<file path="config.mk">
export PLATFORM = sky130hd
export DESIGN_NAME = pcr_mul_q30
export DESIGN_NICKNAME = d
export VERILOG_FILES = /design/src/sv/pcr_pkg.sv /design/src/sv/pcr_mul_q30.sv
export SDC_FILE = /design/constraint.sdc
export NUM_CORES = 2
export LEC_CHECK = 0
export ABC_AREA = 1
export BUFFER_PORTS_ARGS = -buffer_cell sky130_fd_sc_hd__buf_2
export CORE_MARGIN = 1.5
export CORE_UTILIZATION = 30
export CTS_BUF_LIST = sky130_fd_sc_hd__clkbuf_16
export CTS_CLUSTER_DIAMETER = 150
export CTS_CLUSTER_SIZE = 25
export DETAILED_ROUTE_END_ITERATION = 16
export PLACE_DENSITY_LB_ADDON = 0.08
export SYNTH_ARGS = -nofsm -noshare
export SYNTH_HDL_FRONTEND = slang
export SYNTH_SLANG_ARGS = --single-unit
export TNS_END_PERCENT = 50
</file>
<file path="constraint.sdc">
create_clock -name clk -period 17.4 [get_ports clk]
set_input_delay 0.87 -clock clk [delete_from_list [all_inputs] [get_ports clk]]
set_output_delay 0.87 -clock clk [all_outputs]
set_load 0.005 [all_outputs]
</file>
<file path="src/sv/pcr_pkg.sv">
package pcr_pkg;

  // Rotation unit: 30 steps, sine and cosine in signed Q2.30.
  localparam int TRIG_STEPS = 30;
  localparam int TRIG_W = 32;
  localparam int RES_W = 33;
  localparam int FRAC = 30;
  // Products are split at this bit of the coordinate magnitude.
  localparam int SPLIT = 25;

  localparam logic signed [TRIG_W-1:0] TRIG_ONE_K = 32'sd652032874;
  localparam logic signed [RES_W-1:0] QUARTER = 33'sd1073741824;
  localparam logic signed [RES_W-1:0] HALF = 33'sd2147483648;

  // atan(2^-i) in 32-bit binary-angle units.
  localparam logic signed [RES_W-1:0] ATAN_TAB [TRIG_STEPS] = '{
    33'sd536870912, 33'sd316933406, 33'sd167458907, 33'sd85004756,
    33'sd42667331, 33'sd21354465, 33'sd10679838, 33'sd5340245,
    33'sd2670163, 33'sd1335087, 33'sd667544, 33'sd333772,
    33'sd166886, 33'sd83443, 33'sd41722, 33'sd20861,
    33'sd10430, 33'sd5215, 33'sd2608, 33'sd1304,
    33'sd652, 33'sd326, 33'sd163, 33'sd81,
    33'sd41, 33'sd20, 33'sd10, 33'sd5,
    33'sd3, 33'sd1
  };

  typedef enum logic {
    OP_APPLY  = 1'b0,
    OP_RELATE = 1'b1
  } op_t;

  typedef struct packed {
    logic signed [TRIG_W-1:0] x;
    logic signed [TRIG_W-1:0] y;
    logic signed [RES_W-1:0]  z;
    logic                     flip;
  } cordic_t;

endpackage

</file>
<file path="src/sv/pcr_mul_q30.sv">
module pcr_mul_q30 #(
  parameter int VW = 33
) (
  input  logic                              clk,
  input  logic                              en,
  input  logic signed [VW-1:0]              v,
  input  logic signed [pcr_pkg::TRIG_W-1:0] c,
  input  logic                              flip,
  output logic signed [VW+1:0]              p
);

  localparam int SPLIT = pcr_pkg::SPLIT;
  localparam int FRAC = pcr_pkg::FRAC;
  localparam int TW = pcr_pkg::TRIG_W;
  localparam int MAG_W = (VW > SPLIT + 1) ? VW : SPLIT + 1;
  localparam int HI_W = MAG_W - SPLIT;
  localparam int A_W = HI_W + TW;
  localparam int B_W = SPLIT + TW;
  localparam int S_W = B_W + 1;
  localparam int LO_A = FRAC - SPLIT;
  localparam int Q_W = VW + 1;
  localparam logic [S_W-1:0] ROUND = S_W'(1) << (FRAC - 1);

  logic [VW-1:0]    v_mag;
  logic [MAG_W-1:0] m;
  logic [TW-1:0]    n;
  logic             neg;
  logic [A_W-1:0]   a_next;
  logic [B_W-1:0]   b_next;

  logic [A_W-1:0]   a;
  logic [B_W-1:0]   b;
  logic             neg_r;

  logic [S_W-1:0]   low_sum;
  logic [Q_W-1:0]   q;
  logic signed [VW+1:0] p_next;

  // First half: magnitudes and two partial products.
  always_comb begin
    v_mag  = v[VW-1] ? VW'(-v) : VW'(v);
    m      = MAG_W'(v_mag);
    n      = c[TW-1] ? TW'(-c) : TW'(c);
    neg    = v[VW-1] ^ c[TW-1] ^ flip;
    a_next = A_W'(m[MAG_W-1:SPLIT]) * A_W'(n);
    b_next = B_W'(m[SPLIT-1:0]) * B_W'(n);
  end

  always_ff @(posedge clk) begin
    if (en) begin
      a     <= a_next;
      b     <= b_next;
      neg_r <= neg;
    end
  end

  // Second half: join the partial products, round half away from zero.
  always_comb begin
    low_sum = S_W'({a[LO_A-1:0], {SPLIT{1'b0}}}) + S_W'(b) + ROUND;
    q       = Q_W'(a >> LO_A) + Q_W'(low_sum >> FRAC);
    p_next  = neg_r ? -$signed({1'b0, q}) : $signed({1'b0, q});
  end

  always_ff @(posedge clk) begin
    if (en) begin
      p <= p_next;
    end
  end

endmodule

</file>
Word-level counts from Yosys, hierarchy flattened

Cells that the tools add are included.

Register bits after elaboration: 132
Input bits: 68

$add $sub $neg: 6
Multipliers: 2
Multiplexer cells: 3
Bitwise logic cells: 2

Operator list:

| operator                                        | count |
|---|---|
| adder 30 x 57 -> 58 bit                         | 1 |
| adder 58 x 30 -> 58 bit (second input constant) | 1 |
| multiplier 25 x 32 -> 57 bit                    | 1 |
| multiplier 8 x 32 -> 39 bit                     | 1 |
| negation 34 -> 35 bit                           | 1 |
| adder 34 x 28 -> 34 bit                         | 1 |
| two-way mux 34 bit                              | 1 |
| two-way mux 33 bit                              | 1 |
| negation 33 bit                                 | 1 |
| two-way mux 32 bit                              | 1 |
| negation 32 bit                                 | 1 |
| bitwise XOR 1 bit                               | 2 |

Longest topological paths before layout

Depth in word-level cells: 5
Depth in mapped cells: 43
Gate-level depth less buffers: 41

Worst setup path after synthesis

No wires, ideal clock.

Kind: input to register
Start: input c[0] in the netlist's numbering
End: register b[50], data pin
Library setup time: 252 ps
Arrival time: 8109 ps
Slack: 9039 ps
Stages on the path: 35
Path buffers: 3
Cell sequence: buf_6 -> clkinv_4 -> clkbuf_1 -> ha_1 -> nand3_1 -> nor2_2 -> inv_1 -> nor2_2 -> nand2_1 -> nor4_2 -> a21oi_1 -> xor2_2 -> buf_2 -> nand2_1 -> fa_1 -> inv_1 -> fa_1 -> inv_1 -> fa_1 -> fa_1 -> inv_1 -> fa_1 -> fa_1 -> inv_1 -> fa_1 -> inv_1 -> ha_1 -> a21oi_1 -> o21ai_0 -> nor2_1 -> o21ai_0 -> a221oi_1 -> nand2_1 -> nand2_1 -> nand2_1

Cells in the longest elaborated chain, start to end: 3

Ends and longest elaborated chain:

| what                             | RTL line          | text |
|---|---|---|
| from (decl)                      | pcr_mul_q30.sv:7  | `input logic signed [pcr_pkg::TRIG_W-1:0] c,` |
| negation 32 bit                  | pcr_mul_q30.sv:43 | `n = c[TW-1] ? TW'(-c) : TW'(c);` |
| two-way mux 32 bit (*)           | pcr_mul_q30.sv:43 |  |
| multiplier 25 x 32 -> 57 bit (*) | pcr_mul_q30.sv:46 | `b_next = B_W'(m[SPLIT-1:0]) * B_W'(n);` |
| named net b_next[50]             | pcr_mul_q30.sv:29 | `logic [B_W-1:0] b_next;` |
| to (signal assigned)             | pcr_mul_q30.sv:52 | `b <= b_next;` |
| to (decl)                        | pcr_mul_q30.sv:32 | `logic [B_W-1:0] b;` |

The timed path passes the listed nets; every way through them passes the cells marked *.
A chain may end at the register's enable or synchronous reset.

Worst setup path in the final report

Start: input v[0]
End: register b[48], data pin

Cells in the longest elaborated chain, start to end: 3

Ends and longest elaborated chain:

| what                             | RTL line          | text |
|---|---|---|
| from (decl)                      | pcr_mul_q30.sv:6  | `input logic signed [VW-1:0] v,` |
| negation 33 bit                  | pcr_mul_q30.sv:41 | `v_mag = v[VW-1] ? VW'(-v) : VW'(v);` |
| two-way mux 33 bit (*)           | pcr_mul_q30.sv:41 |  |
| multiplier 25 x 32 -> 57 bit (*) | pcr_mul_q30.sv:46 |  |
| named net b_next[48]             | pcr_mul_q30.sv:29 |  |

Marked as above.

==> results.md <==
* Status: complete, no violations
* Vias at 36100
* R2R setup slack at 11.18 ns
* CP Class: in2reg
* R2R Path End: p[23]
* # resized after CTS at 0
* Final cycle utilization of the critical path at 0.577
* Number of hold-repair buffers added at the cts stage at 0
* Setup repair bufs after CTS at 0
* Drt wl/cell at 23.4 µm
* Worst r2r path cells at 30
* Area grow syn2layout at 6.97%
* Port Buf Inserts at 102
* Final hold vios at 0
* CTS tree: yes
* Final Net Count at 6896
* Worst reg2reg startpoint: a[4]
* Period minus WS final at 10.04 ns
* Area of the core at 0.142 mm²
* Post-synth EDFFs at 107
* Gr usage total at 0.250
* Global-route wire length before repair at 265 mm
* DRT Wirelength at 177 mm
* Post-route ant nets at 0
* CTS buffer count at 9
* CTS Buffer Depth at 2
* RePlAce Congestion at 0.909
* RSZ-0062 raised after global routing: no
* Die Wd at 381 µm
* Setup violations, final at 0
* Slew at the pin with the worst max-slew slack at 1.17 ns
* Io pins at 103
* Largest area contributor in the netlist: fa_1
* Initial core utilization at 0.302
* Initial antenna violation count at 7
* Worst hold-check path type: reg2reg
* Root Buffer: clkbuf_16
* Crit path DAT at 10.20 ns
* Worst-path fanout max at 28
* Number of core rows at 138
* Grt ovf at 0
* Net Count, Synth at 6885
* Fillers at 15500
* Asr flop ratio synth at 0
* Seq/Total Area, Yosys at 0.0751
* Largest net degree at the start of global routing at 66
* Share of cells above drive strength 1 at 0.0498
* CP Launch Point: v[0]
* Residual DRC count at 0
* Crit-path slowest cell: inv_2
* Critical path's largest stage delay at 0.77 ns
* Critical Path Sink Type: flop
* TNS Setup at 0 ns
* CTS sink cnt at 107
* Most numerous cell in the Yosys netlist: inv_1
* Max Freq at 99.6 MHz
* Seq cells post-synth at 107
* Top cells by area, synth: fa_1 41%, inv_1 12%, nand2_1 12%
* Synthesized area per cell at 7.55 µm²
* Die Ht at 381 µm
* Post-Syn Area at 0.0428 mm²
* Detailed placement HPWL at 144 mm
* Critical path's most frequent cell: fa_1
* Relative slew slack at 0.213
* Ys flop type: edfxtp_1
* Fin. max-slew vios at 0
* DR iter-0 viols at 2701
* Die area at 0.145 mm²
* CP endpoint: b[48]
* Yosys top cell area share at 0.405
* # Max-Cap Violations at 0
* Worst EP required at 17.57 ns
* Top cells by count, synth: 1397 x inv_1, 1350 x nand2_1, 866 x fa_1, 710 x nor2_1, 286 x ha_1
* CP Launch Type: primary input
* Clock transition at path regs at 0.09 ns
* Ys Warns at 0
* DR pass1 iterations at 5
* Vias per cell at 4.77
* Worst-Skew Late Latency at 0.44 ns
* H-tree lvl count at 3
* Vias in the first global route at 38600
* Clock Skew at 0.0260 ns
* Mapped Cells at 5665
* Synth unique cells at 57
routing by layer:
metal | GRT usage | routed length [µm] | vias up
met5 | 0 | 26 | -
met4 | 0.0550 | 3870 | 4
met3 | 0.0507 | 12000 | 151
met2 | 0.400 | 80100 | 1062
met1 | 0.348 | 80900 | 18400
li1 | - | - | 16600
worst max-delay path, delay by kind of cell:
family / cells / cell delay, ns
adder cells (fa/ha/maj): 9 / 4.48
AO/OA/AOI/OAI: 4 / 0.86
buffers and inverters: 10 / 1.86
AND/OR/NAND/NOR: 11 / 1.73
XOR/XNOR: 2 / 0.34
through the flow:
stage / hold WS [ns] / instance area [µm²] / instances / util / worst slack [ns]
2_1_floorplan: 0.548 / 42800 / 5665 / - / 9.04
5_1_grt: 0.628 / 45700 / 7571 / 0.323 / 7.00
4_1_cts: 0.611 / 45700 / 7571 / 0.323 / 7.46
6_report: 0.615 / 45800 / 7573 / 0.323 / 7.36
3_3_place_gp: 0.570 / 45500 / 7555 / 0.321 / 7.06
3_5_place_dp: 0.580 / 45500 / 7555 / 0.321 / 7.07
worst min-delay path by stage:
| stage | start | end | slack, ns | cells past startpoint |
|---|---|---|---|---|
| floorplan | a[5] | p[0] | 0.55 | 1 |
| global placement | a[5] | p[0] | 0.57 | 1 |
| detailed placement | a[5] | p[0] | 0.58 | 1 |
| CTS | a[5] | p[0] | 0.61 | 1 |
| global route | a[5] | p[0] | 0.63 | 1 |
| finish | a[5] | p[0] | 0.61 | 1 |
state kept, by name, summed over array words and instances, names as in the netlist:
signal / cells
neg_r: 1
a: 39
p: 35
b: 32
layout make-up:
class                      count  area [µm²]  share of cell area
multi-input combinational   3958       33500               0.732
inverter                    1427        5360               0.117
sequential                   107        3210              0.0702
tap                         1890        2360              0.0517
timing repair buffer         173        1050              0.0229
clock buffer                   9         225             0.00492
clock inverter                 7        55.1             0.00120
antenna                        2        5.00            0.000109
cell usage in the layout, fill, tap and decap left out, drive strengths merged:
cell and n:
a31o 1, a221oi 3, nand3 100, a21boi 5, a211oi 3, xor2 104, o2111ai 1, nor4 15
inv 1414, a21o 14, a31oi 17, nor3 54, and3 1, or2 22, ha 286, o31ai 2
nand2 1363, clkinv 20, o31a 1, and2 5, o21ai 96, nor2 724, and3b 1, o211ai 12
clkbuf 9, o221ai 3, o21a 10, edfxtp 107, xnor2 36, buf 173, nand3b 22, fa 866
a21oi 145, o21bai 5, nand4 39, diode 2, or3 2
cell families (layout without fill, tap and decap cells):
group / after synthesis / count (layout) / share of synthesized area
xor+xnor: 140 / 140 / 0.0295
simple gates: 2348 / 2348 / 0.221
buf+inv: 1600 / 1616 / 0.144
compound gates: 318 / 318 / 0.0416
other cells: 0 / 2 / 0
flops: 107 / 107 / 0.0751
fa+ha+maj: 1152 / 1152 / 0.489
Power is not shown: default switching activity piles up to over one toggle a cycle in this logic, so the estimate is an artifact.
