**src/sv/pcr_skid.sv**
```systemverilog
module pcr_skid #(
  parameter int W = 8
) (
  input  logic         clk,
  input  logic         rst,
  input  logic         in_valid,
  output logic         in_ready,
  input  logic [W-1:0] in_data,
  output logic         out_valid,
  input  logic         out_ready,
  output logic [W-1:0] out_data
);

  logic         main_valid;
  logic         spare_valid;
  logic [W-1:0] main_data;
  logic [W-1:0] spare_data;
  logic         push;
  logic         main_free;

  assign in_ready  = !spare_valid;
  assign push      = in_valid && in_ready;
  assign main_free = out_ready || !main_valid;
  assign out_valid = main_valid;
  assign out_data  = main_data;

  always_ff @(posedge clk) begin
    if (rst) begin
      main_valid  <= 1'b0;
      spare_valid <= 1'b0;
    end else if (main_free) begin
      main_valid  <= spare_valid || push;
      spare_valid <= 1'b0;
    end else if (push) begin
      spare_valid <= 1'b1;
    end
  end

  always_ff @(posedge clk) begin
    if (main_free) begin
      main_data <= spare_valid ? spare_data : in_data;
    end
    if (push) begin
      spare_data <= in_data;
    end
  end

  a_spare_needs_main: assert property (@(posedge clk) disable iff (rst)
    spare_valid |-> main_valid)
    else $error("spare entry held while output register is empty");

  a_spare_only_on_stall: assert property (@(posedge clk) disable iff (rst)
    $rose(spare_valid) |-> $past(main_valid && !out_ready))
    else $error("spare entry filled without an output stall");

endmodule

```
**config.mk**
```make
export PLATFORM = sky130hd
export DESIGN_NAME = pcr_skid
export DESIGN_NICKNAME = d
export VERILOG_FILES = /design/src/sv/pcr_skid.sv
export SDC_FILE = /design/constraint.sdc
export NUM_CORES = 1
export LEC_CHECK = 0
export CAP_MARGIN = 20
export CORE_AREA = 10 10 47 49
export DETAILED_ROUTE_END_ITERATION = 8
export DIE_AREA = 0 0 57 59
export DONT_BUFFER_PORTS = 1
export GPL_ROUTABILITY_DRIVEN = 0
export PLACE_DENSITY = 0.67
export SLEW_MARGIN = 20
export SYNTH_ARGS = -nofsm -noshare
export SYNTH_HDL_FRONTEND = slang
export SYNTH_SLANG_ARGS = --single-unit
```
**constraint.sdc**
```tcl
create_clock -name clk -period 1.3 [get_ports clk]
set_clock_uncertainty 0.1 [all_clocks]
set_input_delay 0.26 -clock clk [delete_from_list [all_inputs] [get_ports clk]]
set_output_delay 0.26 -clock clk [all_outputs]
set_load 0.01 [all_outputs]
```
Yosys cells after proc, flatten, opt, wreduce, memory -nomap -nowiden
Cells that the tools add are included.
{ "op_classes": {"muxes": 1, "n_reduce_logical": 6} }
{ "op_table": {"columns": ["operator", "count"], "rows": [
  ["$mux 8", 1],
  ["$logic_not 1->1", 2],
  ["$logic_or 1x1->1", 2],
  ["$reduce_or 2->1", 1],
  ["$logic_and 1x1->1", 1]
]} }
{ "totals": {"reg_bits": 18, "output_inout_bits": 10, "input_bits": 12} }

Logic depth before layout (Yosys ltp)
Gate-level depths: netlist of run 1.
{ "depth": {"depth_word": 3, "ltp_mapped": 3, "mapped_depth_nobuf": 2} }

Worst setup path before layout of run 1
OpenSTA, ideal clock, no wires.
{ "synth_timing": {"path_type": "register to register", "startpoint": "register spare_valid", "endpoint": "register spare_data[0], enable pin", "slack_ns": 0.163, "path_stages_with_launch": 3, "required_time_ns": 0.891, "setup_ns": 0.309, "arrival_time_ns": 0.729, "synth_period_minus_slack_ns": 1.137, "path_cell_list": "dfxtp_1 -> buf_6 -> and2b_2"} }
{ "synth_via": {"elab_chain_len": 2} }
{ "synth_lines": {"columns": ["item", "line", "rtl"], "rows": [
  ["from (decl)", "15", "logic spare_valid;"],
  ["from (signal assigned)", "30", "spare_valid <= 1'b0;"],
  ["from (signal assigned)", "33", "spare_valid <= 1'b0;"],
  ["from (signal assigned)", "35", "spare_valid <= 1'b1;"],
  ["$logic_not 1->1", "21", "assign in_ready = !spare_valid;"],
  ["$logic_and 1x1->1", "22", "assign push = in_valid && in_ready;"],
  ["via push", "18", "logic push;"],
  ["to (signal assigned)", "44", "spare_data <= in_data;"],
  ["to (decl)", "17", "logic [W-1:0] spare_data;"]
]} }
The timed path passes the listed nets, and every way through them passes these cells.
A chain may end at the register's enable or synchronous reset.

Final worst setup path of run 1
{ "layout_timing": {"startpoint": "register spare_valid", "endpoint": "output port in_ready"} }
{ "layout_via": {"elab_chain_len": 1} }
{ "layout_lines": {"columns": ["item", "line", "rtl"], "rows": [
  ["$logic_not 1->1", "21", null],
  ["to (decl)", "7", "output logic in_ready,"]
]} }
Every way passes these cells.

==> results of run 1 <==
## worst paths after layout
path / startpoint / endpoint
hold reg to reg: spare_data[6] / out_data[6]
hold / removal: in_valid / spare_valid
setup / recovery: spare_valid / in_ready
setup reg to reg: spare_valid / spare_data[3]
## cell type report
class	count	area [um^2]	share of cell area
clock buffers	4	36.28	0.04348
inverters	1	3.754	0.004498
multi-input cells	13	145.1	0.1739
flip-flops and latches	18	520.5	0.6237
well taps	16	20.02	0.02399
repair buffers	11	108.9	0.1304
## cells in the mapped netlist (all sizes together)
cell    number  area, um^2
inv          1       3.750
a21oi        1       5.000
edfxtp      16       480.5
and2b        1       8.760
nor2         1       3.750
dfxtp        2       40.04
nand2b       1       6.260
nor3         1       5.000
mux2         8       116.4
buf          1       11.26
## cells in the final DEF, fill, tap and decap left out, drive strengths merged
cell and n:
dlygate4sd3 9, nor2 1, a21oi 1, mux2 8, and2b 1, inv 1
edfxtp 16, nor3 1, nand2b 1, dfxtp 2, clkbuf 4, buf 2
## worst reg2reg max path: stages (launching register included)
cell	delay [ns]
dfxtp_1	0.34
buf_6	0.14
and2b_2	0.33
## metrics by stage
stage                     instances  power (mW)  hold slack (ns)  setup WS (ns)  cell area, um^2
after floorplan                  33      0.7452           0.2291         0.1626            680.7
after global placement           50      0.7556           0.2315         0.1151            704.4
after detailed placement         50      0.7589           0.2336        0.09087            704.4
after CTS                        63       1.102          0.06065        0.04789            830.8
after global routing             63       1.144          0.05238        0.01024            834.6
final                            63       1.098          0.05677        0.06876            834.6
## report_power, final
part	switching (mW)	total (mW)	internal, mW
registers	0.0247	0.698	0.673
logic	0.0231	0.0669	0.0438
clock network	0.163	0.333	0.170
## what timing repair did
action                     4_1_cts  5_1_grt
gates resized for setup          0        1
hold endpoints to repair        10        0
setup endpoints to repair        0        1
hold buffers                     9        0
## metal layers
metal / up-vias / part of all wire
li1: 150 / -
met1: 151 / 0.37
met2: 11 / 0.54
met3: 0 / 0.087
met4: 0 / 0
met5: - / 0
## sequential cells by signal, indices dropped and copies added (netlist names)
register     flops
out_data         8
out_valid        1
spare_valid      1
spare_data       8
## cells by family (layout without fill, tap and decap cells)
kind of cell	Yosys count	after routing	share of synthesized area
muxes	8	8	0.1710
and+or+nand+nor	4	4	0.03492
AOI/OAI and AO/OA	1	1	0.007346
buffers and inverters	2	16	0.02205
DFF	18	18	0.7647
==> summary.txt, run 1 <==
Routing
  – Vias: 312
  – Vias per inst: 4.952
  – Final wirelength: 1068 um
  – Post-route ant nets: 0
  – DRC: 0
  – Drt pass-1 iters: 3
  – Drt initial violations: 5
  – Wire per inst: 16.95 um

Worst setup path
  – Worst-case register-to-register setup slack: 0.10 ns
  – Worst path cell trace: buf_6, inv_1
  – Startpoint Class: flop
  – WP depth: 2
  – Worst Reg-to-Reg Cells: 2
  – Worst Path Buf+Inv: 2
  – Endpoint arrival time on the critical path: 0.87 ns
  – Biggest cell delay along the critical path: 0.37 ns
  – Cell family with most CP delay: flip-flops
  – Max FO, Critical Path: 7
  – Kind of critical path: flop to output pin
  – Slowest CP cell: dfxtp_1
  – Endpoint class of the critical path: output pin
  – CP Data Required Time: 0.94 ns

Placed design
  – Number of I/O port buffers: 0

Global route
  – Pin count of the biggest net entering global routing: 11
  – Vias in the first global route: 376
  – GR Layer Usage met3: 0.03863
  – First-pass GRT wire length: 1787 um
  – Global route hottest layer: met2
  – Initial antenna violation count: 0
  – Gr usage total: 0.06538
  – M2 GR Usage: 0.1163
  – Met1 Track Usage GR: 0.06568
  – GRT overflow: 0

Timing
  – Max-slew headroom: 0.7008
  – TNS Setup: 0 ns
  – Max Slew Vio Count: 0
  – Max frequency: 0.8122 GHz
  – Final setup fails: 0
  – Fin crit share: 0.9471
  – Slew @ Worst Pin: 0.4488 ns
  – Minimum clock period: 1.231 ns
  – Final Hold Viols: 0
  – RSZ-0062 raised after global routing: no

Run
  – Number of max-cap violations: 0

Logic synthesis
  – Post-synthesis net count: 45
  – Post-Syn Area per Cell: 20.63 um^2
  – Sequential share of the synthesized area: 0.7647
  – Syn. warnings: 0
  – Synth Cell Area: 680.7 um^2
  – Cell variety after synth: 11
  – Synthesized flop and latch total: 18
  – Cells after synthesis: 33

Die
  – Initial core utilization: 0.4857
  – Die area: 3363 um^2
  – Number of cell rows: 14
  – Die H: 59 um
  – Die width: 57 um
  – Core Box Area: 1401 um^2
  – Ports: 22

CTS
  – Clock sink count: 18
  – Post-CTS setup buffers: 0
  – H-tree depth: 1
  – Clock Tree Buf Depth: 2
  – Worst skew pair latency: 0.28 ns
  – Root buffer cell: clkbuf_4
  – CTS Buf Count: 3
  – Clk slew on worst S/H paths: 0.10 ns
  – CTS tree: done

Final layout
  – Ant diodes: 0
  – Final nets: 60
  – Area Overhead vs Synth: 22.61%
  – Share of cells above drive strength 1: 0.3191
  – Filler cell count: 110
  – Finished Core Util: 0.5955

Pwr
  – Static Leak: 0.3097 nW
  – Peak VDD IR: 732.9 uV
  – Power density cells: 1316 nW/um^2

Min path
  – Hold Crit Depth: 2
  – Hold Crit Class: primary input to flop

Status
  – Outcome: finished, final reports clean
(Power assumes the default switching activity.)
==> run 2: changes to the inputs <==
--- a/config.mk
+++ b/config.mk
@@ -11,6 +11,7 @@
 export DIE_AREA = 0 0 57 59
 export DONT_BUFFER_PORTS = 1
 export GPL_ROUTABILITY_DRIVEN = 0
+export MAX_ROUTING_LAYER = met4
 export PLACE_DENSITY = 0.67
 export SLEW_MARGIN = 20
 export SYNTH_ARGS = -nofsm -noshare
==> constraint.sdc (replaced) <==
create_clock -name clk -period 1.4 [get_ports clk]
set_clock_uncertainty 0.1 [all_clocks]
set_input_delay 0.28 -clock clk [delete_from_list [all_inputs] [get_ports clk]]
set_output_delay 0.28 -clock clk [all_outputs]
set_load 0.01 [all_outputs]
==> summary.txt, run 2 (same netlist as run 1, synthesis figures left out) <==
Final layout
  – Commonest non-fill, non-tap cell in the layout: edfxtp_1
  – Commonest non-fill, non-tap cells in the layout: 16 x edfxtp_1, 9 x dlygate4sd3_1, 7 x mux2_4, 3 x clkbuf_4
  – Ant diodes: 0 (unchanged)
  – Finished Core Util: 0.5929 (-0.002679)
  – Share of cells above drive strength 1: 0.3191 (unchanged)
  – Final nets: 60 (unchanged)
  – Area Overhead vs Synth: 22.06%

Routing
  – Drt initial violations: 8 (+3)
  – Drt pass-1 iters: 3 (unchanged)
  – Final wirelength: 1056 um (-1.1%)
  – Vias per inst: 4.905 (-0.96%)
  – DRC: 0 (unchanged)
  – Post-route ant nets: 0 (unchanged)
  – Wire per inst: 16.76 um (-1.1%)
  – Vias: 309 (-0.96%)

Min path
  – Worst Hold End: spare_valid
  – Hold Crit Depth: 2 (unchanged)
  – Worst Hold Launch: in_valid
  – Hold Crit Class: primary input to flop

Global route
  – Gr usage total: 0.06724 (+0.001859)
  – GRT overflow: 0 (unchanged)
  – Pin count of the biggest net entering global routing: 11 (unchanged)
  – First-pass GRT wire length: 1787 um (unchanged)
  – Initial antenna violation count: 0 (unchanged)
  – Vias in the first global route: 376 (unchanged)

Worst setup path
  – Startpoint Class: flop
  – Kind of critical path: flop to output pin
  – RR Endpoint: spare_data[3]
  – Endpoint class of the critical path: output pin
  – Worst R2R Start: spare_valid
  – Worst-case register-to-register setup slack: 0.19 ns (+0.09 ns)
  – Max FO, Critical Path: 7 (unchanged)
  – Worst Reg-to-Reg Cells: 2 (unchanged)
  – Endpoint arrival time on the critical path: 0.88 ns (about the same)
  – CP Data Required Time: 1.02 ns (+0.08 ns)

CTS
  – Worst skew pair latency: 0.28 ns (about the same)
  – H-tree depth: 1 (unchanged)
  – Post-CTS sizing: 0 (unchanged)
  – Clock Tree Buf Depth: 2 (unchanged)
  – Root buffer cell: clkbuf_4
  – Clk slew on worst S/H paths: 0.10 ns (about the same)
  – CTS tree: done
  – CTS Buf Count: 3 (unchanged)
  – Clock sink count: 18 (unchanged)

Timing
  – Max Slew Vio Count: 0 (unchanged)
  – RSZ-0062 raised after global routing: no
  – Minimum clock period: 1.258 ns
  – Worst Slack Setup Final: 0.1423 ns (+0.07359 ns)
  – Fin crit share: 0.8983
  – Final Hold Viols: 0 (unchanged)
  – Final setup fails: 0 (unchanged)
  – Max frequency: 0.7951 GHz
  – Max-slew headroom: 0.7008 (about the same)
  – TNS Setup: 0 ns (unchanged)
  – Slew @ Worst Pin: 0.4488 ns (+0.00006676 ns)

Pwr
  – Power density cells: 1226 nW/um^2 (-6.8%)
  – Static Leak: 0.3090 nW (-0.24%)
  – Peak VDD IR: 688.0 uV (-6.1%)

Die
  – Initial core utilization: 0.4857 (unchanged)
  – Ports: 22 (unchanged)
  – Core Box Area: 1401 um^2 (unchanged)
  – Number of cell rows: 14 (unchanged)
  – Die area: 3363 um^2 (unchanged)
  – Die H: 59 um (unchanged)
  – Die width: 57 um (unchanged)

Run
  – Number of max-cap violations: 0 (unchanged)

Placed design
  – Placement Setup Slack: 0.1909 ns (+0.1000 ns)
  – Number of I/O port buffers: 0 (unchanged)

Status
  – Outcome: finished, final reports clean
## run 2: cell counts in the layout (fill, tap and decap cells not counted)
No cell type changed its count.
## run 2: report_power, final
part | switching, mW | internal, mW
clock | 0.151 | 0.158
sequential | 0.0228 | 0.625
combinational | 0.0214 | 0.0403
## run 2: what timing repair did
action / 4_1_cts / 5_1_grt
setup endpoints to repair: 0 / 0
hold buffers: 9 / 0
buffers inserted: 0 / 0
hold endpoints to repair: 10 / 0
## run 2: worst max path at each step
stage / from / end / cells past startpoint
after detailed placement: spare_valid / spare_data[2] / 2
after floorplan: spare_valid / spare_data[0] / 2
after global placement: spare_valid / spare_data[6] / 2
final: spare_valid / in_ready / 2
after CTS: spare_valid / in_ready / 2
after global routing: spare_valid / in_ready / 2
## run 2: worst max-delay path, stage by stage (launching register included)
cell	delay, ns
dfxtp_1	0.35
buf_4	0.17
inv_1	0.08
## run 2: metal layers
layer / global-route usage / wire (um) / share of wire
met1: 0.06568 / 399 / 0.38
met2: 0.1163 / 564 / 0.53
met3: 0.03863 / 93 / 0.088
met4: 0.01007 / 0 / 0
met5: - / 0 / 0
## run 2: final cells by class
cell class,count,area [um^2]
fill,107,570.5
sequential,18,520.5
multi-input combinational,13,145.1
timing repair buffer,11,105.1
clock buffer,4,36.28
tap,16,20.02
inverter,1,3.754
## run 2: through the flow
step / power (mW) / hold slack (ns) / cells / cell area, um^2
floorplan: 0.6920 / 0.2491 / 33 / 680.7
global placement: 0.7016 / 0.2515 / 50 / 704.4
detailed placement: 0.7047 / 0.2536 / 50 / 704.4
CTS: 1.023 / 0.08065 / 63 / 830.8
global route: 1.062 / 0.07238 / 63 / 830.8
finish: 1.019 / 0.07739 / 63 / 830.8
