**src/sv/pcr_pkg.sv**
```systemverilog
package pcr_pkg;

  // Rotation unit: 30 steps, sine and cosine in signed Q2.30.
  localparam int TRIG_STEPS = 30;
  localparam int TRIG_W = 32;
  localparam int RES_W = 33;
  localparam int FRAC = 30;
  // Products are split at this bit of the coordinate magnitude.
  localparam int SPLIT = 25;

  localparam logic signed [TRIG_W-1:0] TRIG_ONE_K = 32'sd652032874;
  localparam logic signed [RES_W-1:0] QUARTER = 33'sd1073741824;
  localparam logic signed [RES_W-1:0] HALF = 33'sd2147483648;

  // atan(2^-i) in 32-bit binary-angle units.
  localparam logic signed [RES_W-1:0] ATAN_TAB [TRIG_STEPS] = '{
    33'sd536870912, 33'sd316933406, 33'sd167458907, 33'sd85004756,
    33'sd42667331, 33'sd21354465, 33'sd10679838, 33'sd5340245,
    33'sd2670163, 33'sd1335087, 33'sd667544, 33'sd333772,
    33'sd166886, 33'sd83443, 33'sd41722, 33'sd20861,
    33'sd10430, 33'sd5215, 33'sd2608, 33'sd1304,
    33'sd652, 33'sd326, 33'sd163, 33'sd81,
    33'sd41, 33'sd20, 33'sd10, 33'sd5,
    33'sd3, 33'sd1
  };

  typedef enum logic {
    OP_APPLY  = 1'b0,
    OP_RELATE = 1'b1
  } op_t;

  typedef struct packed {
    logic signed [TRIG_W-1:0] x;
    logic signed [TRIG_W-1:0] y;
    logic signed [RES_W-1:0]  z;
    logic                     flip;
  } cordic_t;

endpackage

```
**src/sv/pcr_cordic_stage.sv**
```systemverilog
module pcr_cordic_stage #(
  parameter int STEP = 0,
  parameter int SIDE_W = 1
) (
  input  logic               clk,
  input  logic               rst,
  input  logic               en,
  input  logic               in_valid,
  input  pcr_pkg::cordic_t   in_rot,
  input  logic [SIDE_W-1:0]  in_side,
  output logic               out_valid,
  output pcr_pkg::cordic_t   out_rot,
  output logic [SIDE_W-1:0]  out_side
);

  pcr_pkg::cordic_t rot_next;
  logic signed [pcr_pkg::TRIG_W-1:0] dx;
  logic signed [pcr_pkg::TRIG_W-1:0] dy;

  always_comb begin
    dx = in_rot.y >>> STEP;
    dy = in_rot.x >>> STEP;
    rot_next.flip = in_rot.flip;
    if (in_rot.z >= 0) begin
      rot_next.x = in_rot.x - dx;
      rot_next.y = in_rot.y + dy;
      rot_next.z = in_rot.z - pcr_pkg::ATAN_TAB[STEP];
    end else begin
      rot_next.x = in_rot.x + dx;
      rot_next.y = in_rot.y - dy;
      rot_next.z = in_rot.z + pcr_pkg::ATAN_TAB[STEP];
    end
  end

  always_ff @(posedge clk) begin
    if (rst) begin
      out_valid <= 1'b0;
    end else if (en) begin
      out_valid <= in_valid;
    end
  end

  always_ff @(posedge clk) begin
    if (en) begin
      out_rot  <= rot_next;
      out_side <= in_side;
    end
  end

endmodule

```
**config.mk**
```make
export PLATFORM = sky130hd
export DESIGN_NAME = pcr_cordic_stage
export DESIGN_NICKNAME = d
export VERILOG_FILES = /design/src/sv/pcr_pkg.sv /design/src/sv/pcr_cordic_stage.sv
export SDC_FILE = /design/constraint.sdc
export NUM_CORES = 1
export LEC_CHECK = 0
export BUFFER_PORTS_ARGS = -buffer_cell sky130_fd_sc_hd__buf_4
export CAP_MARGIN = 30
export CORE_ASPECT_RATIO = 0.8
export CORE_MARGIN = 4
export CORE_UTILIZATION = 50
export DETAILED_ROUTE_END_ITERATION = 6
export PLACE_DENSITY = 0.85
export SETUP_SLACK_MARGIN = 0.15
export SLEW_MARGIN = 10
export SYNTH_ARGS = -nofsm -noshare
export SYNTH_HDL_FRONTEND = slang
export SYNTH_SLANG_ARGS = --single-unit
```
**constraint.sdc**
```tcl
create_clock -name clk -period 3.9 [get_ports clk]
set_input_delay 0.585 -clock clk [delete_from_list [all_inputs] [get_ports clk]]
set_output_delay 0.585 -clock clk [all_outputs]
set_load 0.05 [all_outputs]
```
## After elaboration in Yosys (flattened, before gate mapping)

Index checks and enable logic that the tools add are counted.

| storage, ports and cells | value |
|---|---|
| bits in registers | 100 |
| input port bits | 103 |
| output and inout port bits | 100 |
| word-level logic and storage cells | 13 |

| operators by class | value |
|---|---|
| add/sub/neg operators | 5 |
| $lt $le $gt $ge | 1 |
| mux-type cells | 1 |

Operators with widths:

| cell | count |
|---|---|
| 2-to-1 mux 97 bit | 1 |
| subtractor 32 bit | 2 |
| adder 33 x 31 -> 33 bit (second input constant) | 1 |
| >= comparator 33 x 1 -> 1 bit (second input constant) | 1 |
| subtractor 33 x 31 -> 33 bit (second input constant) | 1 |
| adder 32 bit | 1 |

## Depth between registers and ports, before layout

Gate-level depths: netlist of run 1.

| logic depth | value |
|---|---|
| depth after elaboration | 2 |
| depth in mapped cells | 14 |

## Worst setup path after synthesis of run 1

No wires, ideal clock.

| timing | value |
|---|---|
| kind | input to register |
| from | in in_rot[34] (netlist bit) |
| to | reg out_rot[94] (netlist bit), data pin |
| setup time | 260 ps |
| arrival | 3040 ps |
| data required time | 3640 ps |
| path slack | 600 ps |
| stages | 12 |
| buffers on the path | 0 |
| cell sequence | ha_1 > fa_1 > nor2b_1 > o211ai_1 > nand3b_1 > a211oi_1 > o31ai_2 > a21oi_1 > o41ai_2 > a221o_1 > a22oi_1 > xnor2_1 |

RTL lines:

| item | RTL line | source |
|---|---|---|
| from (decl) | pcr_cordic_stage.sv:9 | `input pcr_pkg::cordic_t in_rot,` |
| to (signal assigned) | pcr_cordic_stage.sv:45 | `out_rot <= rot_next;` |
| to (decl) | pcr_cordic_stage.sv:12 | `output pcr_pkg::cordic_t out_rot,` |

==> results.toml, run 1 <==
[synthesis]
syn-cell-area_um2 = 8440
yosys-top-cells-area = "edfxtp_1 (35%), ha_1 (16%), a21oi_1 (6.6%)"
synth_common_cells = "a21oi_1 (111), ha_1 (105), edfxtp_1 (98), inv_1 (98), nor2_1 (87)"
ys.flop_type = "edfxtp_1"
ys_ff_latch = 99
yosysMostFrequentCell = "a21oi_1"
avgSynthCellArea_um2 = 9.22
netlist_instances = 915
synth_edf_count = 98
ys_types = 72
synth_top_area_cell = "edfxtp_1"
synth_nets = 1127
ys_seq_area_frac = 0.351
yosys_warnings = 0
synth_top_area_frac = 0.349
synthArstFlopShare = 0

[worst_setup_path]
setup.worst_path.end = "out_rot[62]"
end_kind = "flip-flop"
cp.arrival_ps = 3780
r2r_end = "out_valid"
crit_cells = 16
cpLargestDelayFamily = "compound AO/OA/AOI/OAI gates"
criticalPathCategory = "in -> reg"
rr_startpoint = "out_valid"
cp_cell_sequence = "buf_4 -> inv_1 -> ha_1 -> fa_1 -> nor2b_1 -> o21ai_0 -> a211oi_1 -> o21ai_0 -> o31ai_1 -> buf_4 -> a21boi_0 -> o41ai_2 -> buf_4 -> o21ai_0 -> a21oi_1 -> xnor2_1"
cp.required_ps = 4000
r2r_slack_ps = 3300
cp_max_fo = 4
ff2ff_path_depth = 2
cp_slowest_stage_delay_ps = 400
crit_slowest_cell = "fa_1"
crit_path_start_kind = "input pin"
cp-startpoint = "in_rot[34]"
path_buf_inv = 4

[pwr]
power_uw = 4210
irDropWorstVdd_mv = 0.279
leakagePower_uw = 0.00488
p_per_area_nw_per_um2 = 391

[timing]
finalSetupViolCount = 0
fin_crit_ps = 3680
fin_setup_tns_ps = 0
drv_slew = 0
finClkSkew_ps = 0
hold_violations = 0
fin_crit_sh = 0.944
worst_slew_pin_slew_ps = 934
max_slew_margin = 0.377
rsz0062_at_grt = "yes"
fmax_ghz = 0.272

[clock_tree]
post-cts-setup-buffer-count = 0
worstSkewPairLatency_ps = 350
htreeDepth = 3
cts.hold.buffers_added = 0
cts_buffer_depth = 2
cts.sinks = 99
root_buffer = "clkbuf_16"
numCtsBuffers = 9
cts_tree = "done"
path_clk_slew_ps = 70
ctsResizeCount = 0

[route]
ant_nets = 0
drc = 0
vias = 8017
dr.first_iter.drc_count = 1208
via_per_inst = 5.88
drt_wl_total_mm = 27.0
wl_per_cell_um = 19.8
dr.pass1.iters = 6

[grt]
grt_max_degree = 82
antenna_found_initial = 0
grt-ovfl-total = 0
grt_first_pass_wirelength_mm = 40.9
gr-usage-all-layers = 0.274
grt_pass1_vias = 7227

[cells_and_area]
synthToLayoutAreaGrowth_pct = 27.5
design_area_um2 = 10800
diodes = 0
nets = 1351
fin_cells = 1364
drive_above_1_share = 0.253

[die]
core_um2 = 16600
start_util = 0.510
pin_count = 203
placementRows = 42
die_area_um2 = 19000
die_w_um = 153
chipHeight_um = 124

[placed_design]
placed_area_um2 = 10400
gp_congestion = 1.03
dp_hpwl_mm = 21.5
dpl.cell_count = 1347
io_buffer_count = 202

[worst_hold_path]
hold_class = "in -> reg"

[run]
drv_cap = 0

[run_status]
status = "finished, final reports clean"
==> registers in the layout (all words and copies together) (netlist names) <==
name and count:
out_valid 1, out_side 1, out_rot 97
==> where the power goes <==
| part | internal (uW) | leakage (uW) | switching, uW | total (uW) |
|---|---|---|---|---|
| clock network | 447 | 0.000140 | 431 | 878 |
| logic | 650 | 0.00377 | 1260 | 1910 |
| registers | 1370 | 0.000967 | 53.3 | 1420 |
==> final cells by class <==
type,instances,area (um2)
Fill cell,1386,5800
Multi-Input combinational cell,673,4920
Sequential cell,99,2960
Timing Repair Buffer,254,1930
Inverter,102,383
Tap cell,220,275
Clock buffer,10,229
Clock inverter,6,55.1
==> stage by stage <==
stage	setup slack, ps	hold slack [ps]	util
after detailed placement	-103	487	0.630
after floorplan	600	657	-
after global routing	118	365	0.650
after global placement	-85.5	476	0.630
final	220	380	0.650
after CTS	263	367	0.647
==> worst reg2reg max path, delay by kind of cell (launching register included) <==
| family | cells | cell delay, ps |
|---|---|---|
| and+or+nand+nor | 1 | 50 |
| muxes | 1 | 140 |
| DFF | 1 | 310 |
==> placed cells by master, fill, tap and decap left out, types with 3 or more instances in the layout <==
cell type	netlist	layout
a221o_1	3	3
o21bai_1	23	23
edfxtp_1	98	98
o21a_1	5	5
nand2_1	31	31
nor4_1	7	7
o21ai_0	46	46
a221oi_1	3	3
a211oi_1	15	14
nor3_1	15	15
nand4_1	7	7
a21o_1	16	16
nor2b_1	13	13
o211ai_1	6	6
buf_4	2	253
nand3b_1	3	3
inv_6	0	3
nor2_1	87	87
a41oi_1	4	4
nand2b_1	6	6
inv_1	98	98
o31ai_1	11	11
o41ai_2	2	3
or3_1	5	5
and2_1	4	4
a211o_1	5	5
a31oi_1	6	6
mux2i_1	14	14
nand3_1	12	12
xor2_1	7	7
clkbuf_16	0	9
fa_1	4	4
a21oi_1	111	111
xnor2_1	55	55
ha_1	105	105
a2bb2oi_1	3	3
==> worst min path at each step <==
stage / from / endpoint / slack [ps] / cells after the start
finish: rst / out_valid / 380 / 2
detailed placement: out_valid / out_valid / 490 / 2
CTS: rst / out_valid / 370 / 2
global route: rst / out_valid / 370 / 2
floorplan: rst / out_valid / 660 / 1
global placement: out_valid / out_valid / 480 / 2
==> kinds of logic (layout without fill, tap and decap cells) <==
| family | count (synthesis) | count (layout) | share of synthesized area |
|---|---|---|---|
| buffers and inverters | 143 | 372 | 0.0669 |
| DFF | 99 | 99 | 0.351 |
| and+or+nand+nor | 198 | 198 | 0.111 |
| xor gates and xnor gates | 62 | 62 | 0.0644 |
| adders and majority gates | 109 | 109 | 0.165 |
| AOI/OAI and AO/OA | 289 | 289 | 0.224 |
| muxes | 15 | 15 | 0.0179 |
==> metal layers <==
metal / GRT usage / up-vias / share of wire
li1: - / 3711 / -
met1: 0.410 / 3721 / 0.45
met5: 0 / - / 0
met4: 0.0456 / 0 / 0.014
met2: 0.403 / 551 / 0.42
met3: 0.0733 / 34 / 0.12
Note: power is estimated with default switching activity, not from simulation.
==> run 2: changes to the inputs <==
--- a/config.mk
+++ b/config.mk
@@ -10,6 +10,7 @@
 export CORE_ASPECT_RATIO = 0.8
 export CORE_MARGIN = 4
 export CORE_UTILIZATION = 50
+export CTS_BUF_LIST = sky130_fd_sc_hd__clkbuf_16
 export DETAILED_ROUTE_END_ITERATION = 6
 export PLACE_DENSITY = 0.85
 export SETUP_SLACK_MARGIN = 0.15
==> run 2 against run 1 <==
Effect of this change: sequential share of layout area stayed put; clock skew did not move; total power barely moved; routed wire length barely moved; utilization did not move; critical path depth is the same; largest power group unchanged; combinational power about the same; register-to-register slack barely moved; count of clock-buffer cells in the layout down 1; cell count did not move; first-iteration DRC count stayed put; largest cell class unchanged; maximum frequency barely moved.
==> results.toml, run 2 (synthesis gave the netlist of run 1 again) <==
[route]
via_per_inst = 5.87
dr.pass1.iters = 6
vias = 8005
dr.first_iter.drc_count = 1208
wl_per_cell_um = 19.8
drc = 0
ant_nets = 0
drt_wl_total_mm = 27.0

[die]
die_area_um2 = 19000
placementRows = 42
pin_count = 203
die_w_um = 153
start_util = 0.510
core_um2 = 16600
chipHeight_um = 124

[pwr]
pwr-share-clk = 0.209
p_int_uw = 2460
leakagePower_uw = 0.00488
sequentialPowerShare = 0.337
p_sw_frac = 0.415
irDropWorstVdd_mv = 0.280
p_sw_uw = 1750
comb_power_share = 0.454
p_per_area_nw_per_um2 = 391

[cells_and_area]
fillers = 1386
layout_commonest_cell = "buf_4"
synthToLayoutAreaGrowth_pct = 27.5
largest_register_ffs = 97
top_register = "out_rot"
fin_cells = 1364
reg_top3 = "out_rot: 97 flops, out_side: 1 flops, out_valid: 1 flops"
layout_common_cells = "buf_4 (253), a21oi_1 (111), ha_1 (105)"
nets = 1351
drive_above_1_share = 0.253
diodes = 0

[clock_tree]
path_clk_slew_ps = 70
cts.sinks = 99
numCtsBuffers = 9
htreeDepth = 3
post-cts-setup-buffer-count = 0
root_buffer = "clkbuf_16"
ctsResizeCount = 0
cts_tree = "done"
cts_buffer_depth = 2
worstSkewPairLatency_ps = 350
cts.hold.buffers_added = 0

[timing]
worst_slew_pin_slew_ps = 930
hold-worst-slack_ps = 379
finClkSkew_ps = 0
fin_crit_ps = 3680
hold_violations = 0
finalSetupViolCount = 0
fmax_ghz = 0.272
fin_crit_sh = 0.944
fin_setup_tns_ps = 0
max_slew_margin = 0.380
rsz0062_at_grt = "yes"
drv_slew = 0

[worst_setup_path]
cp.required_ps = 4000
crit_path_start_kind = "input pin"
criticalPathCategory = "in -> reg"
end_kind = "flip-flop"
crit_slowest_cell = "fa_1"
cp_cell_sequence = "buf_4 -> inv_1 -> ha_1 -> fa_1 -> nor2b_1 -> o21ai_0 -> a211oi_1 -> o21ai_0 -> o31ai_1 -> buf_4 -> a21boi_0 -> o41ai_2 -> buf_4 -> o21ai_0 -> a21oi_1 -> xnor2_1"
path_buf_inv = 4
cp.arrival_ps = 3790
cpLargestDelayFamily = "compound AO/OA/AOI/OAI gates"
cp_max_fo = 4
cp_slowest_stage_delay_ps = 400

[placed_design]
gp_congestion = 1.03
io_buffer_count = 202
dpl.cell_count = 1347
dp_hpwl_mm = 21.5

[grt]
use_met2 = 0.403
grt_first_pass_wirelength_mm = 40.9
grt_use_met3 = 0.0733
busiest_layer = "met1"
grt_max_degree = 82
antenna_found_initial = 0
use_met1 = 0.410
gr-usage-all-layers = 0.274
grt_pass1_vias = 7227
grt-ovfl-total = 0

[run]
drv_cap = 0

[run_status]
status = "finished, final reports clean"

[worst_hold_path]
hold_class = "in -> reg"
run 2: cell count changes in the layout (fill, tap and decap cells not counted):
cell / before / now
clkbuf_1: 1 / 0
inv_1: 98 / 99
run 2: stage by stage:
step                      total power (uW)  worst slack, ps  cell area (um2)  utilization
after floorplan                       2640              600             8440            -
after global placement                3300            -85.5            10400        0.630
after detailed placement              3320             -103            10400        0.630
after CTS                             4200              263            10700        0.647
after global routing                  4390              118            10800        0.650
final                                 4210              219            10800        0.650
run 2: path summary, 6_finish.rpt:
kind	cells after the start	endpoint	slack (ps)	start
worst min-delay path	2	out_valid	380	rst
worst max register to register	2	out_valid	3300	out_valid
worst max-delay path	16	out_rot[62]	220	in_rot[34]
worst min register to register	2	out_valid	510	out_valid
run 2: layout make-up:
class,instances,area (um2),area share
Multi-Input combinational cell,673,4920,0.458
Sequential cell,99,2960,0.276
Tap cell,220,275,0.0256
Clock buffer,9,225,0.0209
Clock inverter,7,58.8,0.00547
Timing Repair Buffer,254,1930,0.179
Inverter,102,383,0.0356
run 2: layer usage:
metal,up-vias,wire length [um]
li1,3715,-
met1,3695,12100
met2,556,11200
met3,39,3330
met4,0,395
met5,-,0
run 2: power by group through the flow:
stage	clock (uW)	sequential (uW)	combinational [uW]
3_5_place_dp	0	1450	1870
3_3_place_gp	0	1440	1860
4_1_cts	897	1420	1870
2_1_floorplan	0	1950	692
6_report	877	1420	1910
5_1_grt	942	1430	2020
